File: src/design/lmf_pkg.sv
`default_nettype none
package lmf_pkg;

   // Datapath operations issued by the controller, one per cycle.
   typedef enum logic [3:0] {
      OP_NOP,
      OP_LOAD,
      OP_MUL_DRV,
      OP_GET_DRV,
      OP_MUL_FB,
      OP_GET_FB,
      OP_MUL_SQ,
      OP_GET_SQ,
      OP_DIV,
      OP_MUL_Y,
      OP_GET_Y,
      OP_MUL_STG,
      OP_GET_STG,
      OP_MUL_K3,
      OP_GET_OUT
   } op_type;

   typedef struct packed {
      op_type     op;
      logic [1:0] stage_idx;
   } cmd_type;

   // Register indexes on the configuration port.
   localparam logic [7:0] REG_STAGE_GAIN    = 8'd0;
   localparam logic [7:0] REG_FEEDBACK_GAIN = 8'd1;
   localparam logic [7:0] REG_INPUT_DRIVE   = 8'd2;
   localparam logic [7:0] REG_FILTER_MODE   = 8'd3;

   // Output mode codes.
   localparam logic [2:0] MODE_LP24 = 3'd0;
   localparam logic [2:0] MODE_LP12 = 3'd1;
   localparam logic [2:0] MODE_HP24 = 3'd2;
   localparam logic [2:0] MODE_HP12 = 3'd3;
   localparam logic [2:0] MODE_BP   = 3'd4;

   localparam logic [15:0] DRIVE_RESET = 16'd4096;

endpackage
`default_nettype wire

File: src/design/lmf_ctrl.sv
`default_nettype none
module lmf_ctrl #(
   parameter int DATA_WIDTH = 24
) (
   input  wire logic             clock,
   input  wire logic             reset,
   input  wire logic             req_valid,
   output logic                  req_stall,
   output logic                  rsp_valid,
   input  wire logic             rsp_stall,
   output lmf_pkg::cmd_type      cmd
);

   localparam int F  = DATA_WIDTH - 4;
   localparam int CW = $clog2(F + 1);

   typedef enum logic [3:0] {
      S_IDLE, S_DRV_M, S_DRV_G, S_FB_M, S_FB_G, S_SQ_M, S_SQ_G, S_DIV,
      S_Y_M, S_Y_G, S_STG_M, S_STG_G, S_K3_M, S_OUT
   } state_type;

   state_type      state_ff, state_in;
   logic [1:0]     idx_ff, idx_in;
   logic [CW-1:0]  cnt_ff, cnt_in;
   logic           valid_ff, valid_in;
   logic           out_free;

   assign out_free  = !valid_ff || !rsp_stall;
   assign req_stall = reset || (state_ff != S_IDLE);
   assign rsp_valid = valid_ff;

   // Command decode from the current state.
   always_comb begin
      cmd.stage_idx = idx_ff;
      case (state_ff)
         S_IDLE:  cmd.op = req_valid ? lmf_pkg::OP_LOAD : lmf_pkg::OP_NOP;
         S_DRV_M: cmd.op = lmf_pkg::OP_MUL_DRV;
         S_DRV_G: cmd.op = lmf_pkg::OP_GET_DRV;
         S_FB_M:  cmd.op = lmf_pkg::OP_MUL_FB;
         S_FB_G:  cmd.op = lmf_pkg::OP_GET_FB;
         S_SQ_M:  cmd.op = lmf_pkg::OP_MUL_SQ;
         S_SQ_G:  cmd.op = lmf_pkg::OP_GET_SQ;
         S_DIV:   cmd.op = lmf_pkg::OP_DIV;
         S_Y_M:   cmd.op = lmf_pkg::OP_MUL_Y;
         S_Y_G:   cmd.op = lmf_pkg::OP_GET_Y;
         S_STG_M: cmd.op = lmf_pkg::OP_MUL_STG;
         S_STG_G: cmd.op = lmf_pkg::OP_GET_STG;
         S_K3_M:  cmd.op = lmf_pkg::OP_MUL_K3;
         S_OUT:   cmd.op = out_free ? lmf_pkg::OP_GET_OUT : lmf_pkg::OP_NOP;
         default: cmd.op = lmf_pkg::OP_NOP;
      endcase
   end

   // Next state, stage index, divider count and output valid.
   always_comb begin
      state_in = state_ff;
      idx_in   = idx_ff;
      cnt_in   = cnt_ff;
      valid_in = valid_ff && rsp_stall;
      case (state_ff)
         S_IDLE:  if (req_valid) state_in = S_DRV_M;
         S_DRV_M: state_in = S_DRV_G;
         S_DRV_G: state_in = S_FB_M;
         S_FB_M:  state_in = S_FB_G;
         S_FB_G:  state_in = S_SQ_M;
         S_SQ_M:  state_in = S_SQ_G;
         S_SQ_G: begin
            state_in = S_DIV;
            cnt_in   = '0;
         end
         S_DIV: begin
            if (cnt_ff == CW'(F)) begin
               state_in = S_Y_M;
            end else begin
               cnt_in = cnt_ff + CW'(1);
            end
         end
         S_Y_M:   state_in = S_Y_G;
         S_Y_G: begin
            state_in = S_STG_M;
            idx_in   = 2'd0;
         end
         S_STG_M: state_in = S_STG_G;
         S_STG_G: begin
            if (idx_ff == 2'd3) begin
               state_in = S_K3_M;
            end else begin
               idx_in   = idx_ff + 2'd1;
               state_in = S_STG_M;
            end
         end
         S_K3_M:  state_in = S_OUT;
         S_OUT: begin
            if (out_free) begin
               valid_in = 1'b1;
               state_in = S_IDLE;
            end
         end
         default: state_in = S_IDLE;
      endcase
   end

   always_ff @(posedge clock) begin
      if (reset) begin
         state_ff <= S_IDLE;
         idx_ff   <= '0;
         cnt_ff   <= '0;
         valid_ff <= 1'b0;
      end else begin
         state_ff <= state_in;
         idx_ff   <= idx_in;
         cnt_ff   <= cnt_in;
         valid_ff <= valid_in;
      end
   end

endmodule
`default_nettype wire

File: src/design/lmf_datapath.sv
`default_nettype none
module lmf_datapath #(
   parameter int DATA_WIDTH = 24
) (
   input  wire logic                         clock,
   input  wire logic                         reset,
   input  wire lmf_pkg::cmd_type             cmd,
   input  wire logic signed [DATA_WIDTH-1:0] req_sample_in,
   input  wire logic                         csr_valid,
   input  wire logic [7:0]                   csr_index,
   input  wire logic [31:0]                  csr_wdata,
   output logic signed [DATA_WIDTH-1:0]      rsp_sample_out
);

   localparam int W   = DATA_WIDTH;
   localparam int F   = W - 4;
   localparam int PW  = W + 4;
   localparam int PRW = 2 * PW;
   localparam int DW  = W + 6;
   localparam logic signed [PRW-1:0] SMAX = PRW'((64'sd1 <<< (W - 1)) - 64'sd1);
   localparam logic signed [PRW-1:0] SMIN = -SMAX - PRW'(1);
   localparam logic [PRW-1:0] HALF  = PRW'(64'd1 << (F - 1));
   localparam logic [PRW-1:0] BASE  = PRW'(64'd27 << F);

   logic [15:0]             gain_ff;
   logic [18:0]             fbk_ff;
   logic [15:0]             drive_ff;
   logic [2:0]              mode_ff;
   logic signed [W-1:0]     smp_ff, inp_ff, out_ff;
   logic signed [W-1:0]     stage_ff [4];
   logic [W-1:0]            abs_ff;
   logic                    neg_ff;
   logic signed [PW-1:0]    drv_ff;
   logic [DW-1:0]           den_ff;
   logic [DW:0]             rem_ff;
   logic [F:0]              quo_ff;
   logic signed [PRW-1:0]   prod_ff;

   logic signed [PW-1:0]    op_a, op_b;
   logic signed [W-1:0]     prev;
   logic signed [W:0]       diff;

   function automatic logic signed [PRW-1:0] rnd16(input logic signed [PRW-1:0] v);
      return (v + PRW'(32768)) >>> 16;
   endfunction

   function automatic logic signed [PRW-1:0] sat(input logic signed [PRW-1:0] v);
      logic signed [PRW-1:0] r;
      r = v;
      if (v > SMAX) r = SMAX;
      if (v < SMIN) r = SMIN;
      return r;
   endfunction

   assign rsp_sample_out = out_ff;

   // Stage input and difference for the one-pole update.
   assign prev = (cmd.stage_idx == 2'd0) ? inp_ff : stage_ff[cmd.stage_idx - 2'd1];
   assign diff = (W + 1)'(prev) - (W + 1)'(stage_ff[cmd.stage_idx]);

   // Operand selection for the shared multiplier.
   always_comb begin
      op_a = PW'(smp_ff);
      op_b = $signed({{(PW - 16){1'b0}}, drive_ff});
      case (cmd.op)
         lmf_pkg::OP_MUL_FB, lmf_pkg::OP_MUL_K3: begin
            op_a = PW'(stage_ff[3]);
            op_b = $signed({{(PW - 19){1'b0}}, fbk_ff});
         end
         lmf_pkg::OP_MUL_SQ: begin
            op_a = $signed({{(PW - W){1'b0}}, abs_ff});
            op_b = $signed({{(PW - W){1'b0}}, abs_ff});
         end
         lmf_pkg::OP_MUL_Y: begin
            op_a = $signed({{(PW - W){1'b0}}, abs_ff});
            op_b = $signed({{(PW - F - 1){1'b0}}, quo_ff});
         end
         lmf_pkg::OP_MUL_STG: begin
            op_a = PW'(diff);
            op_b = $signed({{(PW - 16){1'b0}}, gain_ff});
         end
         default: begin
            op_a = PW'(smp_ff);
            op_b = $signed({{(PW - 16){1'b0}}, drive_ff});
         end
      endcase
   end

   // Configuration registers.
   always_ff @(posedge clock) begin
      if (reset) begin
         gain_ff  <= '0;
         fbk_ff   <= '0;
         drive_ff <= lmf_pkg::DRIVE_RESET;
         mode_ff  <= lmf_pkg::MODE_LP24;
      end else if (csr_valid) begin
         case (csr_index)
            lmf_pkg::REG_STAGE_GAIN:    gain_ff  <= csr_wdata[15:0];
            lmf_pkg::REG_FEEDBACK_GAIN: fbk_ff   <= csr_wdata[18:0];
            lmf_pkg::REG_INPUT_DRIVE:   drive_ff <= csr_wdata[15:0];
            lmf_pkg::REG_FILTER_MODE:   mode_ff  <= csr_wdata[2:0];
            default: ;
         endcase
      end
   end

   // Filter state, cleared at reset.
   always_ff @(posedge clock) begin
      logic signed [PRW-1:0] sv;
      sv = PRW'(stage_ff[cmd.stage_idx]) + (rnd16(prod_ff) <<< 1);
      if (reset) begin
         for (int i = 0; i < 4; i++) stage_ff[i] <= '0;
      end else if (cmd.op == lmf_pkg::OP_GET_STG) begin
         stage_ff[cmd.stage_idx] <= W'(sat(sv));
      end
   end

   // Working registers of the sample computation.
   always_ff @(posedge clock) begin
      logic signed [PRW-1:0] t, xs, k3, res;
      logic signed [W-1:0]   xw;
      logic [PRW-1:0]        qv, yv;
      logic [W:0]            y;
      t   = (PRW'(drv_ff) - rnd16(prod_ff)) >>> 2;
      xs  = sat(t);
      xw  = W'(xs);
      qv  = ($unsigned(prod_ff) + HALF) >> F;
      yv  = ($unsigned(prod_ff) + HALF) >> F;
      y   = (W + 1)'(yv);
      k3  = rnd16(prod_ff);
      case (mode_ff)
         lmf_pkg::MODE_LP12: res = PRW'(stage_ff[1]);
         lmf_pkg::MODE_HP24: res = PRW'(inp_ff) - k3 - 4 * PRW'(stage_ff[0])
                                   + 6 * PRW'(stage_ff[1]) - 4 * PRW'(stage_ff[2])
                                   + PRW'(stage_ff[3]);
         lmf_pkg::MODE_HP12: res = PRW'(inp_ff) - PRW'(stage_ff[0]) - PRW'(stage_ff[1]);
         lmf_pkg::MODE_BP:   res = 4 * (PRW'(stage_ff[1]) - 2 * PRW'(stage_ff[2])
                                   + PRW'(stage_ff[3]));
         default:            res = PRW'(stage_ff[3]);
      endcase
      case (cmd.op)
         lmf_pkg::OP_LOAD: smp_ff <= req_sample_in;
         lmf_pkg::OP_MUL_DRV, lmf_pkg::OP_MUL_FB, lmf_pkg::OP_MUL_SQ,
         lmf_pkg::OP_MUL_Y, lmf_pkg::OP_MUL_STG, lmf_pkg::OP_MUL_K3: begin
            prod_ff <= PRW'(op_a) * PRW'(op_b);
         end
         lmf_pkg::OP_GET_DRV: drv_ff <= PW'((prod_ff + PRW'(2048)) >>> 12);
         lmf_pkg::OP_GET_FB: begin
            neg_ff <= xw[W-1];
            abs_ff <= xw[W-1] ? W'(-xw) : W'(xw);
         end
         lmf_pkg::OP_GET_SQ: begin
            rem_ff <= (DW + 1)'(BASE + qv);
            den_ff <= DW'(BASE + 9 * qv);
            quo_ff <= '0;
         end
         lmf_pkg::OP_DIV: begin
            // One restoring quotient bit per cycle.
            if (rem_ff >= {1'b0, den_ff}) begin
               rem_ff <= (DW + 1)'((rem_ff - {1'b0, den_ff}) << 1);
               quo_ff <= {quo_ff[F-1:0], 1'b1};
            end else begin
               rem_ff <= (DW + 1)'(rem_ff << 1);
               quo_ff <= {quo_ff[F-1:0], 1'b0};
            end
         end
         lmf_pkg::OP_GET_Y: inp_ff <= neg_ff ? W'(-y) : W'(y);
         lmf_pkg::OP_GET_OUT: out_ff <= W'(sat(res));
         default: ;
      endcase
   end

endmodule
`default_nettype wire

File: src/design/ladder_multimode_filter.sv
`default_nettype none
// Four-pole ladder filter with selectable LP24, LP12, HP24, HP12 and bandpass
// outputs on signed Q3.20 samples (DATA_WIDTH bits, four integer bits).
// Each sample runs through the controller's states in order: one shared
// multiplier is used nine times, each product registered and then taken by
// a separate step except the last feedback product, which goes straight to
// the output stage, and the tanh saturator's division runs one quotient bit
// per cycle for DATA_WIDTH - 3 quotient bits. A new sample is taken once the
// previous one has left the datapath; its result then waits in the output
// register. Registers are to be written on the csr port only while the block
// is idle, which the block itself does not enforce: 0 stage gain, 1 feedback
// gain, 2 input drive, 3 filter mode; other indexes are ignored.
module ladder_multimode_filter #(
   parameter int DATA_WIDTH = 24
) (
   input  wire logic                         clock,
   input  wire logic                         reset,
   input  wire logic                         req_valid,
   output logic                              req_stall,
   input  wire logic signed [DATA_WIDTH-1:0] req_sample_in,
   output logic                              rsp_valid,
   input  wire logic                         rsp_stall,
   output logic signed [DATA_WIDTH-1:0]      rsp_sample_out,
   input  wire logic                         csr_valid,
   output logic                              csr_ready,
   input  wire logic [7:0]                   csr_index,
   input  wire logic [31:0]                  csr_wdata
);

   lmf_pkg::cmd_type cmd;

   // Registers accept a transaction in any cycle.
   assign csr_ready = 1'b1;

   lmf_ctrl #(.DATA_WIDTH(DATA_WIDTH)) u_ctrl (
      .clock     (clock),
      .reset     (reset),
      .req_valid (req_valid),
      .req_stall (req_stall),
      .rsp_valid (rsp_valid),
      .rsp_stall (rsp_stall),
      .cmd       (cmd)
   );

   lmf_datapath #(.DATA_WIDTH(DATA_WIDTH)) u_datapath (
      .clock          (clock),
      .reset          (reset),
      .cmd            (cmd),
      .req_sample_in  (req_sample_in),
      .csr_valid      (csr_valid),
      .csr_index      (csr_index),
      .csr_wdata      (csr_wdata),
      .rsp_sample_out (rsp_sample_out)
   );

endmodule
`default_nettype wire
File: config.mk
export PLATFORM = sky130hd
export DESIGN_NAME = ladder_multimode_filter
export DESIGN_NICKNAME = d
export VERILOG_FILES = /design/src/design/lmf_pkg.sv /design/src/design/lmf_ctrl.sv /design/src/design/lmf_datapath.sv /design/src/design/ladder_multimode_filter.sv
export SDC_FILE = /design/constraint.sdc
export NUM_CORES = 2
export LEC_CHECK = 0
export BUFFER_PORTS_ARGS = -buffer_cell sky130_fd_sc_hd__buf_2
export CORE_UTILIZATION = 30
export CTS_BUF_LIST = sky130_fd_sc_hd__clkbuf_4 sky130_fd_sc_hd__clkbuf_8
export CTS_CLUSTER_SIZE = 25
export DETAILED_ROUTE_END_ITERATION = 12
export PLACE_DENSITY = 0.46
export SLEW_MARGIN = 20
export SYNTH_ARGS = -nofsm -noshare
export SYNTH_HDL_FRONTEND = slang
export SYNTH_SLANG_ARGS = --single-unit
File: constraint.sdc
create_clock -name clock -period 12.2 [get_ports clock]
set_clock_uncertainty 0.1 [all_clocks]
set_input_delay 1.22 -clock clock [delete_from_list [all_inputs] [get_ports clock]]
set_output_delay 1.22 -clock clock [all_outputs]
set_load 0.01 [all_outputs]
After elaboration in Yosys (flattened, before gate mapping) --
Memory sizes are Yosys's and may differ from the RTL's. A register that Yosys moved wholly into a read port is not among the register bits. Cells that the tools add are included.
Cells by class: multiply operators 3, reductions and logical operators 23, magnitude comparators 7, $add $sub $neg 23, equal/unequal tests 41, mux-type cells 41
Operators by type and width (number):
- $mux W24 | 10
- $pmux W56 S4 | 1
- $pmux W4 S14 | 2
- $pmux W24 S4 | 1
- $pmux W28 S3 | 1
- $pmux W31 S2 | 1
- $add A56 B20 Y56 const B | 1
- $add A56 B24 Y56 | 1
- $add A56 B56 Y56 | 1
- $gt A56 B24 Y1 const B | 1
- $lt A56 B24 Y1 const B | 1
- $sub A56 B26 Y56 | 1
- $add A53 B17 Y54 const B | 1
- $mul A28 B25 Y53 | 1
- $eq A4 B4 Y1 const B | 13
- $sub A24 B24 Y25 | 2
- $neg A24 Y24 | 2
- $pmux W21 S2 | 1
- $sub A41 B26 Y42 | 1
- $add A24 B39 Y40 | 1
- $add A40 B13 Y40 const B | 1
- $gt A40 B24 Y1 const B | 1
- $lt A40 B24 Y1 const B | 1
- $gt A39 B24 Y1 const B | 1
- other kinds (49) | 90
Word-level totals: register bits after elaboration 326, memory bits (writable) 96, input bits 69, memories kept 1, word-level logic and storage cells 158, output and inout port bits 27
Memories:
- u_datapath.stage_ff | words 4, width 24, read ports 6, clocked after memory_dff 1, wr ports 4, RTL line lmf_datapath.sv:30 | logic signed [W-1:0] stage_ff [4];

Logic depth before layout (Yosys ltp) --
depth in word-level cells 10, mapped depth 56, gate-level depth less buffers 52

Cells and area by module --
A second synthesis with hierarchy kept.
Second synthesis, totals: cells, all modules 6961, area, all modules 62866.5 µm²
By module, submodules not included:
- lmf_datapath | cells each 6856, area each 62055.8 µm², instances 1
- lmf_ctrl | cells each 103, area each 799.5 µm², instances 1
- ladder_multimode_filter | cells each 2, area each 11.3 µm², instances 1

Worst setup path after synthesis --
OpenSTA, ideal clock, no wires.
path kind reg-to-reg, from reg u_ctrl.idx_ff[0], to reg u_datapath.prod_ff[52] (netlist name), slack -0.779 ns, arrival 12.618 ns, required time 11.839 ns, setup time 0.261 ns, cell stages (with the launch flop) 52, path through dfxtp_1 -> clkbuf_1 -> clkbuf_1 -> inv_1 -> ha_1 -> clkbuf_1 -> clkbuf_1 -> mux4_2 -> mux2i_1 -> ha_1 -> inv_1 -> fa_1 -> a21o_1 -> a21oi_1 -> o21ai_0 -> a21oi_1 -> o21ai_0 -> a21oi_1 -> (+16 left out) -> inv_1 -> fa_1 -> fa_1 -> fa_1 -> inv_1 -> fa_1 -> ha_1 -> a21o_1 -> a21o_1 -> a21o_1 -> o2111ai_1 -> a21o_1 -> nand3_1 -> o31a_1 -> a211o_1 -> a21oi_1 -> o21ai_0 -> xnor2_1
On the way: word-level cells in the longest chain between the ends 6, elaborated cells between the ends (all ways) 7, classes of those cells add/sub (2); mul (1); mux (2); reduce/logical (1); memory (1)
Ends and longest elaborated chain:
- from (decl) | RTL line lmf_ctrl.sv:23 | logic [1:0] idx_ff, idx_in;
- from (signal assigned) | RTL line lmf_ctrl.sv:111 | idx_ff <= idx_in;
- $sub A2 B1 Y2 | RTL line lmf_datapath.sv:58 | assign prev = (cmd.stage_idx == 2'd0) ? inp_ff : stage_ff[cmd.stage_idx - 2'd1];
- $mem_v2 Z4 W24
- $mux W24 (*) | RTL line lmf_datapath.sv:58
- $sub A24 B24 Y25 (*) | RTL line lmf_datapath.sv:59 | assign diff = (W + 1)'(prev) - (W + 1)'(stage_ff[cmd.stage_idx]);
- $pmux W28 S3 (*) | RTL line lmf_datapath.sv:65 | case (cmd.op)
- $mul A28 B25 Y53 (*) | RTL line lmf_datapath.sv:145 | prod_ff <= PRW'(op_a) * PRW'(op_b);
Mark *: on every way between the ends. The rest lies on a longest branch, timed or not. A chain may end at the register's enable or synchronous reset.

Final worst setup path --
from reg u_ctrl.idx_ff[1], to reg u_datapath.prod_ff[49], data pin
On the way: word-level cells in the longest chain between the ends 6, elaborated cells between the ends (all ways) 7, classes of those cells add/sub (2); mul (1); mux (2); reduce/logical (1); memory (1)
Ends and longest elaborated chain:
- $sub A2 B1 Y2 | RTL line lmf_datapath.sv:58
- $mem_v2 Z4 W24
- $mux W24 (*) | RTL line lmf_datapath.sv:58
- $sub A24 B24 Y25 (*) | RTL line lmf_datapath.sv:59
- $pmux W28 S3 (*) | RTL line lmf_datapath.sv:65
- $mul A28 B25 Y53 (*) | RTL line lmf_datapath.sv:145
- to (signal assigned) | RTL line lmf_datapath.sv:145
- to (decl) | RTL line lmf_datapath.sv:37 | logic signed [PRW-1:0] prod_ff;
Marked as above.

==> impl_metrics.py <==
metrics = {
    "clocking": {
        "cts_buffers": 80,
        "cts_tree": "done",
        "cts_max_level": 3,
        "path_clk_slew_ns": 0.06,
        "root_buffer": "clkbuf_8",
        "cts_buffer_depth": 3,
        "clk_latency_ns": 0.83,
        "clock-sinks": 413,
    },
    "layout": {
        "area_growth_pct": 14.1,
        "fin_nets": 8843,
        "fin_cells": 10300,
        "drive_gt1_share_pct": 13.0,
    },
    "yosys": {
        "synth_top_area_share_pct": 24.7,
        "synth_edf_count": 345,
        "synth_area_mm2": 0.0636,
        "yosysTopAreaCell": "fa_1",
        "synth.area.top_cells": "fa_1 (25%), edfxtp_1 (16%), ha_1 (11%)",
        "synth_seq_cells": 413,
        "ys_types": 109,
        "yosysSeqAreaShare_pct": 18.4,
        "yosys_warnings": 0,
        "synth_cells": 7057,
        "synthFlopType": "edfxtp_1",
        "syn_area_per_cell_um2": 9.01,
        "synthArstFlopShare_pct": 0,
    },
    "route": {
        "vias": 51600,
        "drt_iter0_drc": 3741,
        "drt_first_pass_iters": 6,
        "post_drt_wl_per_cell_um": 21.0,
        "vias_per_cell": 5.01,
        "ant_nets": 0,
        "drt_wl_total_um": 217000,
        "drc": 0,
    },
    "timing": {
        "fin_crit_sh_pct": 96.0,
        "maxSlewHeadroom_pct": 19.3,
        "tightest_slew_ns": 1.20,
        "whs_ns": 0.356,
        "hold_viol": 0,
        "maxSlewViolCount": 0,
        "finalWorstPathRequiredPeriod_ns": 11.71,
        "fin_tns_setup_ns": 0,
        "setup_slack_ns": 0.492,
        "fmax_ghz": 0.0854,
        "setup_violations": 0,
    },
    "critical_path": {
        "critical_path_class": "register to register",
        "start_kind": "register",
        "r2r_cells": 49,
        "slowest_delay_ns": 0.56,
        "worstPathRequired_ns": 12.60,
        "cp_max_fo": 6,
        "arrival_ns": 12.11,
        "crit_slowest_cell": "fa_1",
        "endpoint_kind": "register",
    },
    "floorplan": {
        "io_pins": 96,
        "floorplan.initialDensity_pct": 30.3,
        "fp.dieArea_mm2": 0.214,
        "fp.coreArea_mm2": 0.210,
        "rows": 168,
        "fp.dieH_um": 462,
        "dieWidth_um": 462,
    },
    "hold_path": {
        "hp-class": "register to register",
        "hold_depth": 2,
    },
    "placement": {
        "hpwl_um": 182000,
        "dp.cells": 10100,
        "globalplace.congestion": 0.919,
        "io_buffer_count": 81,
        "place_ws_ns": -0.601,
    },
    "global_route": {
        "grt_pass1_wl_um": 326000,
        "grt_pass1_vias": 52600,
        "overflow": 0,
        "antenna_found_initial": 5,
        "grtUsageTotal_pct": 20.0,
        "grt_max_degree": 71,
    },
    "power_and_ir_drop": {
        "peakVddDrop_uv": 286,
        "power_mw": 12.8,
        "leakagePower_nw": 32.3,
        "power.density_mw_per_mm2": 176,
    },
    "flow_run": {
        "maxCapViolCount": 0,
    },
    "status": {
        "status": "finished clean",
    },
}
cells by family (layout without fill, tap and decap cells):
| kind of cell | count (synthesis) | in the layout | synth area share (%) |
|---|---|---|---|
| AO/OA/AOI/OAI | 1246 | 1246 | 12.6 |
| XOR/XNOR | 475 | 475 | 6.69 |
| adder cells (fa/ha/maj) | 1355 | 1355 | 35.8 |
| buffers and inverters | 1383 | 1823 | 8.22 |
| flip-flops | 413 | 413 | 18.4 |
| multiplexers | 131 | 131 | 3.09 |
| other | 2 | 15 | 0.0118 |
| AND/OR/NAND/NOR | 2052 | 2052 | 15.1 |
layer usage:
metal | share of wire [%] | global-route usage (%) | vias up
met3 | 5.1 | 2.35 | 204
met4 | 2.2 | 4.52 | 0
met2 | 45 | 31.9 | 1286
met1 | 47 | 28.7 | 25900
li1 | - | - | 24300
met5 | 0 | 0 | -
cell usage after synthesis, types with 121 or more instances:
cell type,n
fa_1,786
edfxtp_1,345
nand2_1,699
a21oi_1,404
a21o_1,121
xor2_1,174
nand3_1,130
clkbuf_1,204
o21ai_0,232
inv_1,1137
xnor2_1,294
ha_1,546
nor2_1,595
power by group:
| part | switching (mW) | internal (mW) | total [mW] |
|---|---|---|---|
| registers | 0.107 | 1.71 | 1.82 |
| logic | 5.42 | 4.00 | 9.42 |
| clock network | 0.734 | 0.787 | 1.52 |
| total | 6.26 | 6.50 | 12.8 |
worst paths after layout:
check,to,slack [ns],from
hold reg to reg,u_datapath.fbk_ff[15],0.36,u_datapath.fbk_ff[15]
setup reg to reg,u_datapath.prod_ff[49],0.49,u_ctrl.idx_ff[1]
hold / removal,u_datapath.fbk_ff[15],0.36,u_datapath.fbk_ff[15]
setup / recovery,u_datapath.prod_ff[49],0.49,u_ctrl.idx_ff[1]
worst max-delay path, delay by kind of cell (launching register included):
kind	cells	cell delay (ns)
adders and majority gates	11	4.66
AOI/OAI and AO/OA	24	4.46
buffers and inverters	9	0.92
muxes	2	0.52
DFF	1	0.33
and+or+nand+nor	2	0.31
xor gates and xnor gates	1	0.15
state kept, by name (all words and copies together) (netlist names), 3 cells and up, named ones only:
register and cells:
u_datapath.abs_ff 24, u_datapath.mode_ff 3, u_datapath.quo_ff 21, u_datapath.stage_ff 96
u_datapath.inp_ff 24, u_datapath.drv_ff 28, u_datapath.prod_ff 42, u_datapath.fbk_ff 19
u_datapath.den_ff 30, u_ctrl.cnt_ff 5, u_datapath.rsp_sample_out 24, u_datapath.rem_ff 31
u_datapath.smp_ff 24, u_datapath.drive_ff 16, u_datapath.gain_ff 16, u_ctrl.state_ff 4
layout by cell type, fill, tap and decap left out, types with 49 or more instances in the layout:
| master | synthesis | routed |
|---|---|---|
| nand2b_1 | 79 | 79 |
| a21o_1 | 121 | 121 |
| edfxtp_1 | 345 | 345 |
| buf_4 | 3 | 442 |
| mux2i_1 | 51 | 50 |
| xnor2_1 | 294 | 287 |
| o21ai_0 | 232 | 216 |
| xor2_1 | 174 | 173 |
| a21oi_1 | 404 | 387 |
| and2_1 | 95 | 94 |
| buf_2 | 15 | 81 |
| nand3_1 | 130 | 128 |
| mux4_2 | 49 | 49 |
| clkbuf_8 | 0 | 86 |
| fa_1 | 786 | 780 |
| inv_1 | 1137 | 1133 |
| nor2b_1 | 63 | 63 |
| nand2_1 | 699 | 694 |
| dfxtp_1 | 68 | 65 |
| nor2_1 | 595 | 582 |
| nor3_1 | 105 | 100 |
| ha_1 | 546 | 533 |
| o21a_1 | 57 | 56 |
what timing repair did:
| item | CTS | global route |
|---|---|---|
| gates resized for setup | 22 | 117 |
| gates cloned | 0 | 1 |
| pin swaps | 6 | 85 |
| buffers inserted | 2 | 21 |
| setup endpoints to repair | 14 | 37 |
| hold buffers | 0 | 0 |
final cells by class:
cell class | count | area (µm²)
Multi-Input combinational cell | 5271 | 47500
Fill cell | 21900 | 138000
Clock inverter | 41 | 328
Clock buffer | 106 | 1330
Timing Repair Buffer | 536 | 3950
Inverter | 1140 | 4280
Antenna cell | 3 | 7.51
Sequential cell | 413 | 11700
Tap cell | 2805 | 3510
stage by stage:
| stage | utilization (%) | cell area (µm²) |
|---|---|---|
| floorplan | - | 63700 |
| global placement | 33.4 | 70100 |
| detailed placement | 33.4 | 70100 |
| CTS | 34.2 | 71900 |
| global route | 34.5 | 72600 |
| finish | 34.5 | 72600 |
No activity file was read; power rests on OpenSTA's default activity.
